$ cat config.mk
export PLATFORM = sky130hd
export DESIGN_NAME = sorted_key_set_engine_top_flat
export DESIGN_NICKNAME = d
export VERILOG_FILES = /design/src/design/skse_pkg.sv /design/src/design/skse_if.sv /design/src/design/skse_mem.sv /design/src/design/skse_seq.sv /design/src/design/sorted_key_set_engine_top.sv /design/src/flat_wrapper.sv
export SDC_FILE = /design/constraint.sdc
export NUM_CORES = 1
export LEC_CHECK = 0
export CORE_UTILIZATION = 55
export CTS_BUF_LIST = sky130_fd_sc_hd__clkbuf_2 sky130_fd_sc_hd__clkbuf_4 sky130_fd_sc_hd__clkbuf_8
export DETAILED_ROUTE_END_ITERATION = 10
export DONT_BUFFER_PORTS = 1
export PLACE_DENSITY = 0.7
export SLEW_MARGIN = 20
export SYNTH_ARGS = -nofsm -noshare
export SYNTH_HDL_FRONTEND = slang
export SYNTH_SLANG_ARGS = --single-unit
$ cat constraint.sdc
create_clock -name clock -period 3.9 [get_ports clock]
set_input_delay 0.585 -clock clock [delete_from_list [all_inputs] [get_ports clock]]
set_output_delay 0.585 -clock clock [all_outputs]
set_load 0.005 [all_outputs]
$ cat src/design/skse_pkg.sv
// shared types and codes for the sorted key set engine
package skse_pkg;

   typedef enum logic [1:0] {
      FUNC_INSERT    = 2'd0,
      FUNC_REMOVE    = 2'd1,
      FUNC_LIST_ASC  = 2'd2,
      FUNC_LIST_DESC = 2'd3
   } func_type;

   typedef enum logic [2:0] {
      STATUS_INSERTED  = 3'd0,
      STATUS_DUPLICATE = 3'd1,
      STATUS_FULL      = 3'd2,
      STATUS_REMOVED   = 3'd3,
      STATUS_NOT_FOUND = 3'd4,
      STATUS_LISTED    = 3'd5,
      STATUS_EMPTY     = 3'd6
   } status_type;

   typedef enum logic [2:0] {
      ST_IDLE,
      ST_SEARCH,
      ST_SHIFT_UP,
      ST_PLACE,
      ST_SHIFT_DN,
      ST_LIST,
      ST_RESP
   } seq_state_type;

   typedef struct packed {
      status_type         status;
      logic signed [31:0] value;
      logic               last;
      logic [4:0]         occupancy;
   } rsp_type;

endpackage

$ cat src/design/skse_if.sv
// valid/ready channel interfaces for requests and responses

interface skse_req_if;
   logic               valid;
   logic               ready;
   logic [1:0]         func;
   logic signed [31:0] key;

   modport source (output valid, output func, output key, input ready);
   modport sink (input valid, input func, input key, output ready);
endinterface

interface skse_rsp_if;
   logic               valid;
   logic               ready;
   logic [2:0]         status;
   logic signed [31:0] value;
   logic               last;
   logic [4:0]         occupancy;

   modport source (output valid, output status, output value, output last,
                   output occupancy, input ready);
   modport sink (input valid, input status, input value, input last,
                 input occupancy, output ready);
endinterface

$ cat src/design/skse_mem.sv
// key table memory: one write port, one read port with registered data
module skse_mem #(
   parameter int DEPTH = 16,
   parameter int AW    = 4
) (
   input  logic                  clock,
   input  logic                  wr_en,
   input  logic [AW-1:0]         wr_addr,
   input  logic signed [31:0]    wr_data,
   input  logic [AW-1:0]         rd_addr,
   output logic signed [31:0]    rd_data
);

   logic signed [31:0] mem [DEPTH];
   logic signed [31:0] rd_data_ff;

   always_ff @(posedge clock) begin
      if (wr_en) begin
         mem[wr_addr] <= wr_data;
      end
      rd_data_ff <= mem[rd_addr];
   end

   assign rd_data = rd_data_ff;

endmodule

$ cat src/design/skse_seq.sv
// sequencer: search, shift and listing passes over the key table
module skse_seq
   import skse_pkg::*;
#(
   parameter int CAPACITY = 16,
   parameter int AW       = 4,
   parameter int CNT_W    = 5
) (
   input  logic               clock,
   input  logic               reset,
   skse_req_if.sink           req_ch,
   input  logic               rsp_free,
   output logic               rsp_load,
   output rsp_type            rsp_data,
   output logic               wr_en,
   output logic [AW-1:0]      wr_addr,
   output logic signed [31:0] wr_data,
   output logic [AW-1:0]      rd_addr,
   input  logic signed [31:0] rd_data
);

   localparam logic [CNT_W-1:0] CAP_CNT = CNT_W'(CAPACITY);
   localparam logic [CNT_W-1:0] ONE     = CNT_W'(1);

   seq_state_type      state_ff, state_in;
   logic [CNT_W-1:0]   ptr_ff, ptr_in;
   logic [CNT_W-1:0]   pos_ff, pos_in;
   logic [CNT_W-1:0]   count_ff, count_in;
   func_type           func_ff, func_in;
   logic signed [31:0] key_ff, key_in;
   status_type         status_ff, status_in;

   logic               key_lt;
   logic               key_eq;
   logic               at_end;
   logic               list_last;
   logic [CNT_W-1:0]   ptr_inc;
   logic [CNT_W-1:0]   ptr_dec;

   // the one shared compare unit
   assign key_lt  = rd_data < key_ff;
   assign key_eq  = rd_data == key_ff;
   assign at_end  = ptr_ff == count_ff;
   assign ptr_inc = ptr_ff + ONE;
   assign ptr_dec = ptr_ff - ONE;
   assign list_last = (func_ff == FUNC_LIST_ASC) ? (ptr_ff == count_ff - ONE)
                                                 : (ptr_ff == '0);

   always_ff @(posedge clock) begin
      if (reset) begin
         state_ff <= ST_IDLE;
         count_ff <= '0;
      end else begin
         state_ff <= state_in;
         count_ff <= count_in;
      end
      ptr_ff    <= ptr_in;
      pos_ff    <= pos_in;
      func_ff   <= func_in;
      key_ff    <= key_in;
      status_ff <= status_in;
   end

   always_comb begin
      state_in  = state_ff;
      ptr_in    = ptr_ff;
      pos_in    = pos_ff;
      count_in  = count_ff;
      func_in   = func_ff;
      key_in    = key_ff;
      status_in = status_ff;

      wr_en   = 1'b0;
      wr_addr = ptr_ff[AW-1:0];
      wr_data = rd_data;

      rsp_load           = 1'b0;
      rsp_data.status    = status_ff;
      rsp_data.value     = (status_ff == STATUS_EMPTY) ? 32'sd0 : key_ff;
      rsp_data.last      = 1'b1;
      rsp_data.occupancy = 5'(count_ff);

      req_ch.ready = (state_ff == ST_IDLE);

      unique case (state_ff)
         ST_IDLE: begin
            if (req_ch.valid) begin
               func_in = func_type'(req_ch.func);
               key_in  = req_ch.key;
               unique case (func_type'(req_ch.func))
                  FUNC_INSERT, FUNC_REMOVE: begin
                     ptr_in   = '0;
                     state_in = ST_SEARCH;
                  end
                  FUNC_LIST_ASC: begin
                     if (count_ff == '0) begin
                        status_in = STATUS_EMPTY;
                        state_in  = ST_RESP;
                     end else begin
                        ptr_in   = '0;
                        state_in = ST_LIST;
                     end
                  end
                  FUNC_LIST_DESC: begin
                     if (count_ff == '0) begin
                        status_in = STATUS_EMPTY;
                        state_in  = ST_RESP;
                     end else begin
                        ptr_in   = count_ff - ONE;
                        state_in = ST_LIST;
                     end
                  end
               endcase
            end
         end

         ST_SEARCH: begin
            if (func_ff == FUNC_INSERT) begin
               // stop at the first entry not below the key
               if (at_end || !key_lt) begin
                  if (!at_end && key_eq) begin
                     status_in = STATUS_DUPLICATE;
                     state_in  = ST_RESP;
                  end else if (count_ff == CAP_CNT) begin
                     status_in = STATUS_FULL;
                     state_in  = ST_RESP;
                  end else begin
                     pos_in = ptr_ff;
                     if (at_end) begin
                        state_in = ST_PLACE;
                     end else begin
                        ptr_in   = count_ff - ONE;
                        state_in = ST_SHIFT_UP;
                     end
                  end
               end else begin
                  ptr_in = ptr_inc;
               end
            end else begin
               if (at_end) begin
                  status_in = STATUS_NOT_FOUND;
                  state_in  = ST_RESP;
               end else if (key_eq) begin
                  ptr_in   = ptr_inc;
                  state_in = ST_SHIFT_DN;
               end else begin
                  ptr_in = ptr_inc;
               end
            end
         end

         ST_SHIFT_UP: begin
            // move entry ptr one place up, walking down to the insert slot
            wr_en   = 1'b1;
            wr_addr = ptr_inc[AW-1:0];
            if (ptr_ff == pos_ff) begin
               state_in = ST_PLACE;
            end else begin
               ptr_in = ptr_dec;
            end
         end

         ST_PLACE: begin
            wr_en     = 1'b1;
            wr_addr   = pos_ff[AW-1:0];
            wr_data   = key_ff;
            count_in  = count_ff + ONE;
            status_in = STATUS_INSERTED;
            state_in  = ST_RESP;
         end

         ST_SHIFT_DN: begin
            // close the gap: entry ptr moves one place down
            if (at_end) begin
               count_in  = count_ff - ONE;
               status_in = STATUS_REMOVED;
               state_in  = ST_RESP;
            end else begin
               wr_en   = 1'b1;
               wr_addr = ptr_dec[AW-1:0];
               ptr_in  = ptr_inc;
            end
         end

         ST_LIST: begin
            if (rsp_free) begin
               rsp_load        = 1'b1;
               rsp_data.status = STATUS_LISTED;
               rsp_data.value  = rd_data;
               rsp_data.last   = list_last;
               if (list_last) begin
                  state_in = ST_IDLE;
               end else if (func_ff == FUNC_LIST_ASC) begin
                  ptr_in = ptr_inc;
               end else begin
                  ptr_in = ptr_dec;
               end
            end
         end

         ST_RESP: begin
            if (rsp_free) begin
               rsp_load = 1'b1;
               state_in = ST_IDLE;
            end
         end

         default: begin
            state_in = ST_IDLE;
         end
      endcase

      // read data for the next pointer arrives in the following cycle
      rd_addr = ptr_in[AW-1:0];
   end

endmodule

$ cat src/design/sorted_key_set_engine_top.sv
// sorted key set engine: top level with response register
//
// Keeps up to CAPACITY distinct signed 32-bit keys in ascending order.
// Requests arrive on req_ch (func, key) and results leave on rsp_ch
// (status, value, last, occupancy), both valid/ready channels.
// One request is worked at a time; req_ch.ready is high only while idle.
// Insert: a linear search, one table entry per cycle, then a shift of the
// larger keys one entry per cycle; a duplicate is caught in the search.
// Remove: search plus closing the gap.
// Listing: the keys go out in order, one key per cycle while the receiver
// takes them; the last key carries last = 1.
// Insert, remove and an empty listing give one result each.
// A new request can be taken the cycle after the last result is loaded.
// A stall on rsp_ch holds the result register and the listing/result states.
// Reset empties the set and drops any pending result; no clearing pass.
module sorted_key_set_engine_top
   import skse_pkg::*;
#(
   parameter int CAPACITY = 16
) (
   input logic        clock,
   input logic        reset,
   skse_req_if.sink   req_ch,
   skse_rsp_if.source rsp_ch
);

   localparam int AW    = (CAPACITY > 1) ? $clog2(CAPACITY) : 1;
   localparam int CNT_W = $clog2(CAPACITY + 1);

   logic               rsp_free;
   logic               rsp_load;
   rsp_type            rsp_data;
   logic               wr_en;
   logic [AW-1:0]      wr_addr;
   logic signed [31:0] wr_data;
   logic [AW-1:0]      rd_addr;
   logic signed [31:0] rd_data;

   logic               out_valid_ff;
   rsp_type            out_ff;

   skse_mem #(
      .DEPTH (CAPACITY),
      .AW    (AW)
   ) u_mem (
      .clock   (clock),
      .wr_en   (wr_en),
      .wr_addr (wr_addr),
      .wr_data (wr_data),
      .rd_addr (rd_addr),
      .rd_data (rd_data)
   );

   skse_seq #(
      .CAPACITY (CAPACITY),
      .AW       (AW),
      .CNT_W    (CNT_W)
   ) u_seq (
      .clock    (clock),
      .reset    (reset),
      .req_ch   (req_ch),
      .rsp_free (rsp_free),
      .rsp_load (rsp_load),
      .rsp_data (rsp_data),
      .wr_en    (wr_en),
      .wr_addr  (wr_addr),
      .wr_data  (wr_data),
      .rd_addr  (rd_addr),
      .rd_data  (rd_data)
   );

   // result register frees up in the same cycle it is taken
   assign rsp_free = !out_valid_ff || rsp_ch.ready;

   always_ff @(posedge clock) begin
      if (reset) begin
         out_valid_ff <= 1'b0;
      end else if (rsp_load) begin
         out_valid_ff <= 1'b1;
      end else if (rsp_ch.ready) begin
         out_valid_ff <= 1'b0;
      end
      if (rsp_load) begin
         out_ff <= rsp_data;
      end
   end

   assign rsp_ch.valid     = out_valid_ff;
   assign rsp_ch.status    = out_ff.status;
   assign rsp_ch.value     = out_ff.value;
   assign rsp_ch.last      = out_ff.last;
   assign rsp_ch.occupancy = out_ff.occupancy;

endmodule

$ cat src/flat_wrapper.sv
// flat-port wrapper written by rule: the top's interface ports become plain ports
module sorted_key_set_engine_top_flat import skse_pkg::*;
#(
   parameter int CAPACITY = 16
)
  (clock, reset, req_ch_valid, req_ch_func, req_ch_key, req_ch_ready, rsp_ch_valid, rsp_ch_status, rsp_ch_value, rsp_ch_last, rsp_ch_occupancy, rsp_ch_ready);
  skse_req_if req_ch_i ();
  skse_rsp_if rsp_ch_i ();
  input logic clock;
  input logic reset;
  input wire logic [$bits(req_ch_i.valid)-1:0] req_ch_valid;
  input wire logic [$bits(req_ch_i.func)-1:0] req_ch_func;
  input wire logic [$bits(req_ch_i.key)-1:0] req_ch_key;
  output wire logic [$bits(req_ch_i.ready)-1:0] req_ch_ready;
  output wire logic [$bits(rsp_ch_i.valid)-1:0] rsp_ch_valid;
  output wire logic [$bits(rsp_ch_i.status)-1:0] rsp_ch_status;
  output wire logic [$bits(rsp_ch_i.value)-1:0] rsp_ch_value;
  output wire logic [$bits(rsp_ch_i.last)-1:0] rsp_ch_last;
  output wire logic [$bits(rsp_ch_i.occupancy)-1:0] rsp_ch_occupancy;
  input wire logic [$bits(rsp_ch_i.ready)-1:0] rsp_ch_ready;
  assign req_ch_i.valid = req_ch_valid;
  assign req_ch_i.func = req_ch_func;
  assign req_ch_i.key = req_ch_key;
  assign req_ch_ready = req_ch_i.ready;
  assign rsp_ch_valid = rsp_ch_i.valid;
  assign rsp_ch_status = rsp_ch_i.status;
  assign rsp_ch_value = rsp_ch_i.value;
  assign rsp_ch_last = rsp_ch_i.last;
  assign rsp_ch_occupancy = rsp_ch_i.occupancy;
  assign rsp_ch_i.ready = rsp_ch_ready;
  sorted_key_set_engine_top #(.CAPACITY(CAPACITY)) u_core (.clock(clock), .reset(reset), .req_ch(req_ch_i), .rsp_ch(rsp_ch_i));
endmodule
==> impl_metrics.py, run 1 <==
metrics = {
    "critical_path": {
        "crit_buf_inv": 8,
        "slowest_stage": "edfxtp_1",
        "cp_max_fo": 6,
        "path_delay_family": "buffers and inverters",
        "r2r_cells": 19,
        "r2r_slack_ps": 60,
        "startpoint_type": "register",
        "cp.required_ps": 4460,
        "regToRegEndpoint": "u_core.u_mem.rd_data[21]",
        "r2r-start": "u_core.u_seq.key_ff[31]",
        "critical_path.max_stage_delay_ps": 430,
        "setup.worst_path.class": "reg2reg",
        "endpoint_kind": "register",
        "crit_chain": "inv_1, ha_1, nand4_2, buf_4, nor2_1, a221o_1, nor3_2, buf_4, nor3_4, buf_6, o21a_1, o32ai_4, buf_12, buf_12, buf_12, buf_12, mux4_2, nand3_1, nand4_1",
        "worstPathArrival_ps": 4400,
        "crit_top_cell": "buf_12",
    },
    "sta": {
        "period_minus_slack_ps": 3840,
        "report.final.slew_viol_count": 0,
        "holdWs_ps": 166,
        "fin_skew_ps": 29.8,
        "min_period_over_period_pct": 98.5,
        "slew_headroom_pct": 35.1,
        "fmax_mhz": 260,
        "hold_viol_final": 0,
        "grt_setup_unrepaired": "true",
        "setup_viol": 0,
        "worstMarginPinSlew_ps": 966,
    },
    "die": {
        "die_h_um": 221,
        "fp.dieW_um": 221,
        "pin_count": 81,
        "core-area_sq_um": 47500,
        "dieArea_sq_um": 49000,
        "start_util_pct": 55.6,
        "fp-row-count": 80,
    },
    "cts": {
        "cts_max_level": 3,
        "path_clk_slew_ps": 60,
        "cts.root.buffer_cell": "clkbuf_8",
        "clk_latency_ps": 700,
        "cts_tree": "done",
        "cts-buffers-inserted": 101,
        "clockBufferDepth": 3,
        "clock-sinks": 641,
    },
    "routing": {
        "drtPass1Iterations": 9,
        "vias": 15483,
        "dr.first_iter.drc_count": 1574,
        "finalWirelength_um": 64800,
        "antenna_left": 0,
        "wl_per_cell_um": 26.1,
        "route.detailed.drc": 0,
        "drt-vias-per-instance": 6.22,
    },
    "finish": {
        "areaGrowthSynthToFinish_pct": 16.9,
        "drive_above_1_share_pct": 26.2,
        "final_cells": 2488,
        "nNetsFinal": 1861,
    },
    "synth": {
        "synth_common_cells": "edfxtp_1 (596), nand2_1 (134), nand3_1 (134)",
        "async_flop_share_pct": 0,
        "synth_ff_type": "edfxtp_1",
        "synth-seq-area-share_pct": 71.1,
        "yosysTopAreaCellShare_pct": 67.6,
        "yosysTopAreaCell": "edfxtp_1",
        "yosys_warnings": 0,
        "synth_cell_type_count": 76,
        "synth.most_common_cell": "edfxtp_1",
        "synth_edf_count": 596,
        "ys_ff_latch": 641,
        "yosys-top-cells-area": "edfxtp_1 (68%), mux4_2 (11%), dfxtp_1 (3.4%)",
        "netlist_instances": 1606,
        "avgSynthCellArea_sq_um": 16.5,
        "syn-num-nets": 1680,
        "syn_area_sq_um": 26500,
    },
    "global_route": {
        "grt_max_degree": 68,
        "grt_pass1_vias": 15551,
        "grt_first_pass_wirelength_um": 96100,
        "grt_antenna_before_repair": 1,
        "grtUsageTotal_pct": 26.7,
        "grt_overflow": 0,
    },
    "outcome": {
        "status": "complete, no violations",
    },
    "pwr": {
        "clockPowerShare_pct": 18.1,
        "power.internal_w": 0.0196,
        "power.total_w": 0.0308,
        "power_frac_comb_pct": 48.1,
        "powerDensity_nw_per_um2": 997,
        "power.switching_w": 0.0113,
        "power.leakage_nw": 10.5,
        "p_sw_share_pct": 36.5,
        "seqPwrFrac_pct": 33.8,
        "vdd_ir_drop_max_mv": 1.13,
    },
    "worst_hold_path": {
        "hp-class": "in2reg",
        "hold-path-cell-count": 2,
        "hold_path_end": "u_core.rsp_ch.valid",
        "worstHoldStart": "rsp_ch_ready",
    },
    "placed_design": {
        "port_buffers": 0,
        "gp_congestion": 0.970,
        "dp_cells": 2252,
        "dpl.hpwl_um": 36500,
    },
    "flow_run": {
        "maxCapViolations": 0,
    },
}
==> power groups by stage <==
stage	Combinational [W]	Sequential (W)	Clock (W)
after global placement	0.0140	0.0105	0
after global routing	0.0159	0.0105	0.00594
after detailed placement	0.0143	0.0105	0
after CTS	0.0143	0.0104	0.00566
final	0.0148	0.0104	0.00557
after floorplan	0.00942	0.0104	0
==> layout by cell type, fill, tap and decap left out, drive strengths merged, types with 6 or more instances in the layout <==
master	n
o21ai	89
clkinv	28
nor3	16
o211ai	6
buf	137
xnor2	19
edfxtp	596
a211oi	7
a221o	6
xor2	10
clkbuf	159
nand2	134
dfxtp	45
dlygate4sd3	35
mux4	128
nand2b	9
a21oi	28
nand4	42
nor2	59
inv	47
nor2b	6
nand3	134
or2	6
ha	36
mux2i	6
==> what timing repair did <==
item                                   in CTS  in global routing
buffers inserted                            0                  9
endpoints found under the hold margin      43                  0
hold buffers                               35                  0
resized for setup                           0                 17
setup endpoints to repair                   0                 32
==> cells by family (layout without fill, tap and decap cells) <==
group                    after synthesis  count (layout)  synth area share [%]
XOR/XNOR                              30              30                  1.05
multiplexers                         136             136                  11.2
AO/OA/AOI/OAI                        189             189                  4.56
AND/OR/NAND/NOR                      432             432                  7.92
other                                  0               1                     0
adder cells (fa/ha/maj)               36              36                  1.70
flip-flops                           641             641                  71.1
buffers and inverters                142             408                  2.51
==> metrics by stage <==
step | area (sq um) | setup WS (ps) | setup TNS, ps | util [%]
finish | 30900 | 57.8 | 0 | 65.0
CTS | 30700 | 5.37 | 0 | 64.5
global placement | 28300 | 57.8 | 0 | 59.6
detailed placement | 28300 | 35.2 | 0 | 59.6
floorplan | 26500 | -121 | -55120 | -
global route | 30900 | -72.6 | -916 | 65.0
==> layout make-up <==
class                   instances  area, sq um
flip-flops and latches        641        18800
fillers                      3214        16600
diodes                          1         2.50
inverters                      46          173
clock inverters                31          150
multi-input cells             823         7220
clock buffers                 157         1860
well taps                     615          769
repair buffers                174         1940
==> state kept, by name, indices dropped and copies added (netlist names), 2 cells and up <==
signal,flops
u_core.u_seq.status_ff,3
u_core.rsp_ch.occupancy,5
u_core.u_seq.key_ff,32
u_core.u_mem.mem,512
u_core.u_mem.rd_data,32
u_core.u_seq.func_ff,2
u_core.rsp_ch.value,32
u_core.u_seq.pos_ff,5
u_core.u_seq.count_ff,5
u_core.rsp_ch.status,3
u_core.u_seq.state_ff,3
u_core.u_seq.ptr_ff,5
==> how the worst max path moves through the flow <==
stage,startpoint,end,depth (start not counted)
5_1_grt,u_core.u_seq.key_ff[19],u_core.u_mem.rd_data[12],14
3_3_place_gp,u_core.u_seq.key_ff[15],u_core.u_mem.rd_data[27],14
4_1_cts,u_core.u_seq.key_ff[15],u_core.u_mem.rd_data[27],14
2_1_floorplan,u_core.u_seq.ptr_ff[4],u_core.u_mem.mem[11][0],11
3_5_place_dp,u_core.u_seq.key_ff[15],u_core.u_mem.rd_data[27],14
6_report,u_core.u_seq.key_ff[31],u_core.u_mem.rd_data[21],19
==> per-layer routing <==
metal	track usage, %	wire length, um	vias up
li1	-	-	6725
met1	35.9	25900	7895
met2	43.5	31800	729
met3	4.50	4960	134
met4	11.7	2240	0
met5	0	0	-
(Power assumes the default switching activity.)
==> run 2, diff against run 1 <==
GPL_TIMING_DRIVEN = 0   (was unset)
==> impl_metrics.py, run 2 (synthesized netlist as in run 1, its figures left out) <==
metrics = {
    "placed_design": {
        "dp_slack_ps": -1210,
        "port_buffers": 0,
        "gp_congestion": 0.909,
        "dpl.hpwl_um": 44900,
    },
    "worst_hold_path": {
        "hold_path_end": "u_core.rsp_ch.valid",
        "hold-path-cell-count": 2,
        "hp-class": "in2reg",
        "worstHoldStart": "rsp_ch_ready",
    },
    "cts": {
        "cts-buffers-inserted": 101,
        "clock-sinks": 641,
        "cts_max_level": 3,
        "cts.root.buffer_cell": "clkbuf_8",
        "clockBufferDepth": 3,
        "path_clk_slew_ps": 70,
        "clk_latency_ps": 690,
        "cts_tree": "done",
    },
    "critical_path": {
        "startpoint_type": "register",
        "regToRegEndpoint": "u_core.u_mem.rd_data[1]",
        "setup.worst_path.class": "reg2reg",
        "cp_max_fo": 5,
        "endpoint_kind": "register",
        "r2r_slack_ps": -100,
        "worstPathArrival_ps": 4540,
        "r2r-start": "u_core.u_seq.key_ff[16]",
        "r2r_cells": 15,
        "cp.required_ps": 4440,
    },
    "outcome": {
        "status": "finished, violations left",
        "violations": "design-rule violations, negative setup slack",
    },
    "sta": {
        "report.final.slew_viol_count": 0,
        "setup_slack_ps": -100,
        "min_period_over_period_pct": 103,
        "fmax_mhz": 250,
        "period_minus_slack_ps": 4000,
        "worstMarginPinSlew_ps": 1130,
        "slew_headroom_pct": 23.9,
        "fin_skew_ps": 32.3,
        "hold_viol_final": 0,
        "setup_viol": 30,
        "grt_setup_unrepaired": "true",
    },
    "routing": {
        "route.detailed.drc": 2,
        "finalWirelength_um": 70700,
        "drt-vias-per-instance": 6.32,
        "antenna_left": 0,
        "dr.first_iter.drc_count": 1735,
        "wl_per_cell_um": 27.8,
        "drtPass1Iterations": 9,
        "vias": 16057,
    },
    "finish": {
        "nFillCells": 3072,
        "seq_area_sq_um": 18800,
        "multiInputGateArea_sq_um": 7630,
        "areaGrowthSynthToFinish_pct": 21.6,
        "top_register": "u_core.u_mem.mem",
        "most-common-layout-cells": "edfxtp_1 (596), nand2_1 (134), mux4_2 (128)",
        "drive_above_1_share_pct": 30.0,
        "final_common_cell": "edfxtp_1",
        "nNetsFinal": 1921,
        "largest_reg_flops": 512,
    },
    "die": {
        "fp-row-count": 80,
        "core-area_sq_um": 47500,
        "dieArea_sq_um": 49000,
        "start_util_pct": 55.6,
        "die_h_um": 221,
        "fp.dieW_um": 221,
        "pin_count": 81,
    },
    "global_route": {
        "grt_first_pass_wirelength_um": 101000,
        "grt_max_degree": 36,
        "grt_antenna_before_repair": 1,
        "grtUsageTotal_pct": 28.4,
        "grt_pass1_vias": 16065,
        "grt_overflow": 0,
    },
    "flow_run": {
        "maxCapViolations": 0,
    },
}
[run 2: cell types whose count changed in the layout (fill, tap and decap cells not counted), moves of 16 or more]
cell,delta
nand3_2,+17
buf_4,-26
clkbuf_1,+26
o21ai_0,-34
o21ai_1,+28
buf_12,-16
nand3_1,-17
buf_16,+23
[run 2: worst max path at each step]
stage | start | to | cells past startpoint
4_1_cts | u_core.u_seq.key_ff[5] | u_core.u_mem.rd_data[1] | 16
2_1_floorplan | u_core.u_seq.ptr_ff[4] | u_core.u_mem.mem[11][0] | 11
3_3_place_gp | u_core.u_seq.ptr_ff[4] | u_core.u_mem.mem[4][14] | 10
3_5_place_dp | u_core.u_seq.ptr_ff[0] | u_core.u_mem.rd_data[1] | 15
5_1_grt | u_core.u_seq.count_ff[2] | u_core.u_mem.rd_data[11] | 15
6_report | u_core.u_seq.key_ff[16] | u_core.u_mem.rd_data[1] | 15
[run 2: per-layer routing]
metal | vias to the layer above | part of all wire [%] | GRT usage, %
li1 | 6859 | - | -
met1 | 8160 | 39 | 38.6
met2 | 876 | 48 | 45.1
met3 | 162 | 9.5 | 6.96
met4 | 0 | 3.2 | 10.2
met5 | - | 0 | 0
[run 2: layout make-up]
type / instances / share of cell area (%)
Sequential cell: 641 / 58.4
Multi-Input combinational cell: 823 / 23.7
Timing Repair Buffer: 141 / 5.96
Clock buffer: 136 / 5.31
Buffer: 93 / 2.71
Tap cell: 615 / 2.39
Clock inverter: 44 / 0.890
Inverter: 46 / 0.564
Antenna cell: 1 / 0.00778
[run 2: what timing repair did]
item,in CTS,in global routing
hold endpoints to repair,34,0
buffers inserted,31,33
hold buffers,34,0
pin swaps,30,26
gates resized for setup,150,103
gates cloned,2,9
setup endpoints to repair,449,236
[run 2: worst max-delay path, cell delays in order (launching register included)]
cell and delay [ps]:
edfxtp_1 420, inv_2 80, ha_4 270, nand4_1 240
or4_4 680, o22ai_4 200, o311ai_2 120, a31oi_1 220
a211oi_2 90, o21ai_4 270, buf_4 200, clkbuf_16 170
buf_12 130, mux4_2 490, nand3_1 110, nand4_1 160
[run 2: per-stage QoR]
step / cell area, sq um / hold slack [ps] / instances / util [%] / TNS [ps]
6_report: 32200 / 217 / 2540 / 67.7 / -1440
5_1_grt: 32200 / 199 / 2539 / 67.7 / -4600
4_1_cts: 31300 / 155 / 2499 / 65.8 / -57.0
3_5_place_dp: 28100 / 415 / 2254 / 59.1 / -86000
3_3_place_gp: 27200 / 412 / 2221 / 57.3 / -1111020
2_1_floorplan: 26500 / 403 / 1606 / - / -55120
Power of run 2 is left out: the tool's default activity adds up to more than one toggle a clock period on the data nets, which glitch-free logic cannot reach.
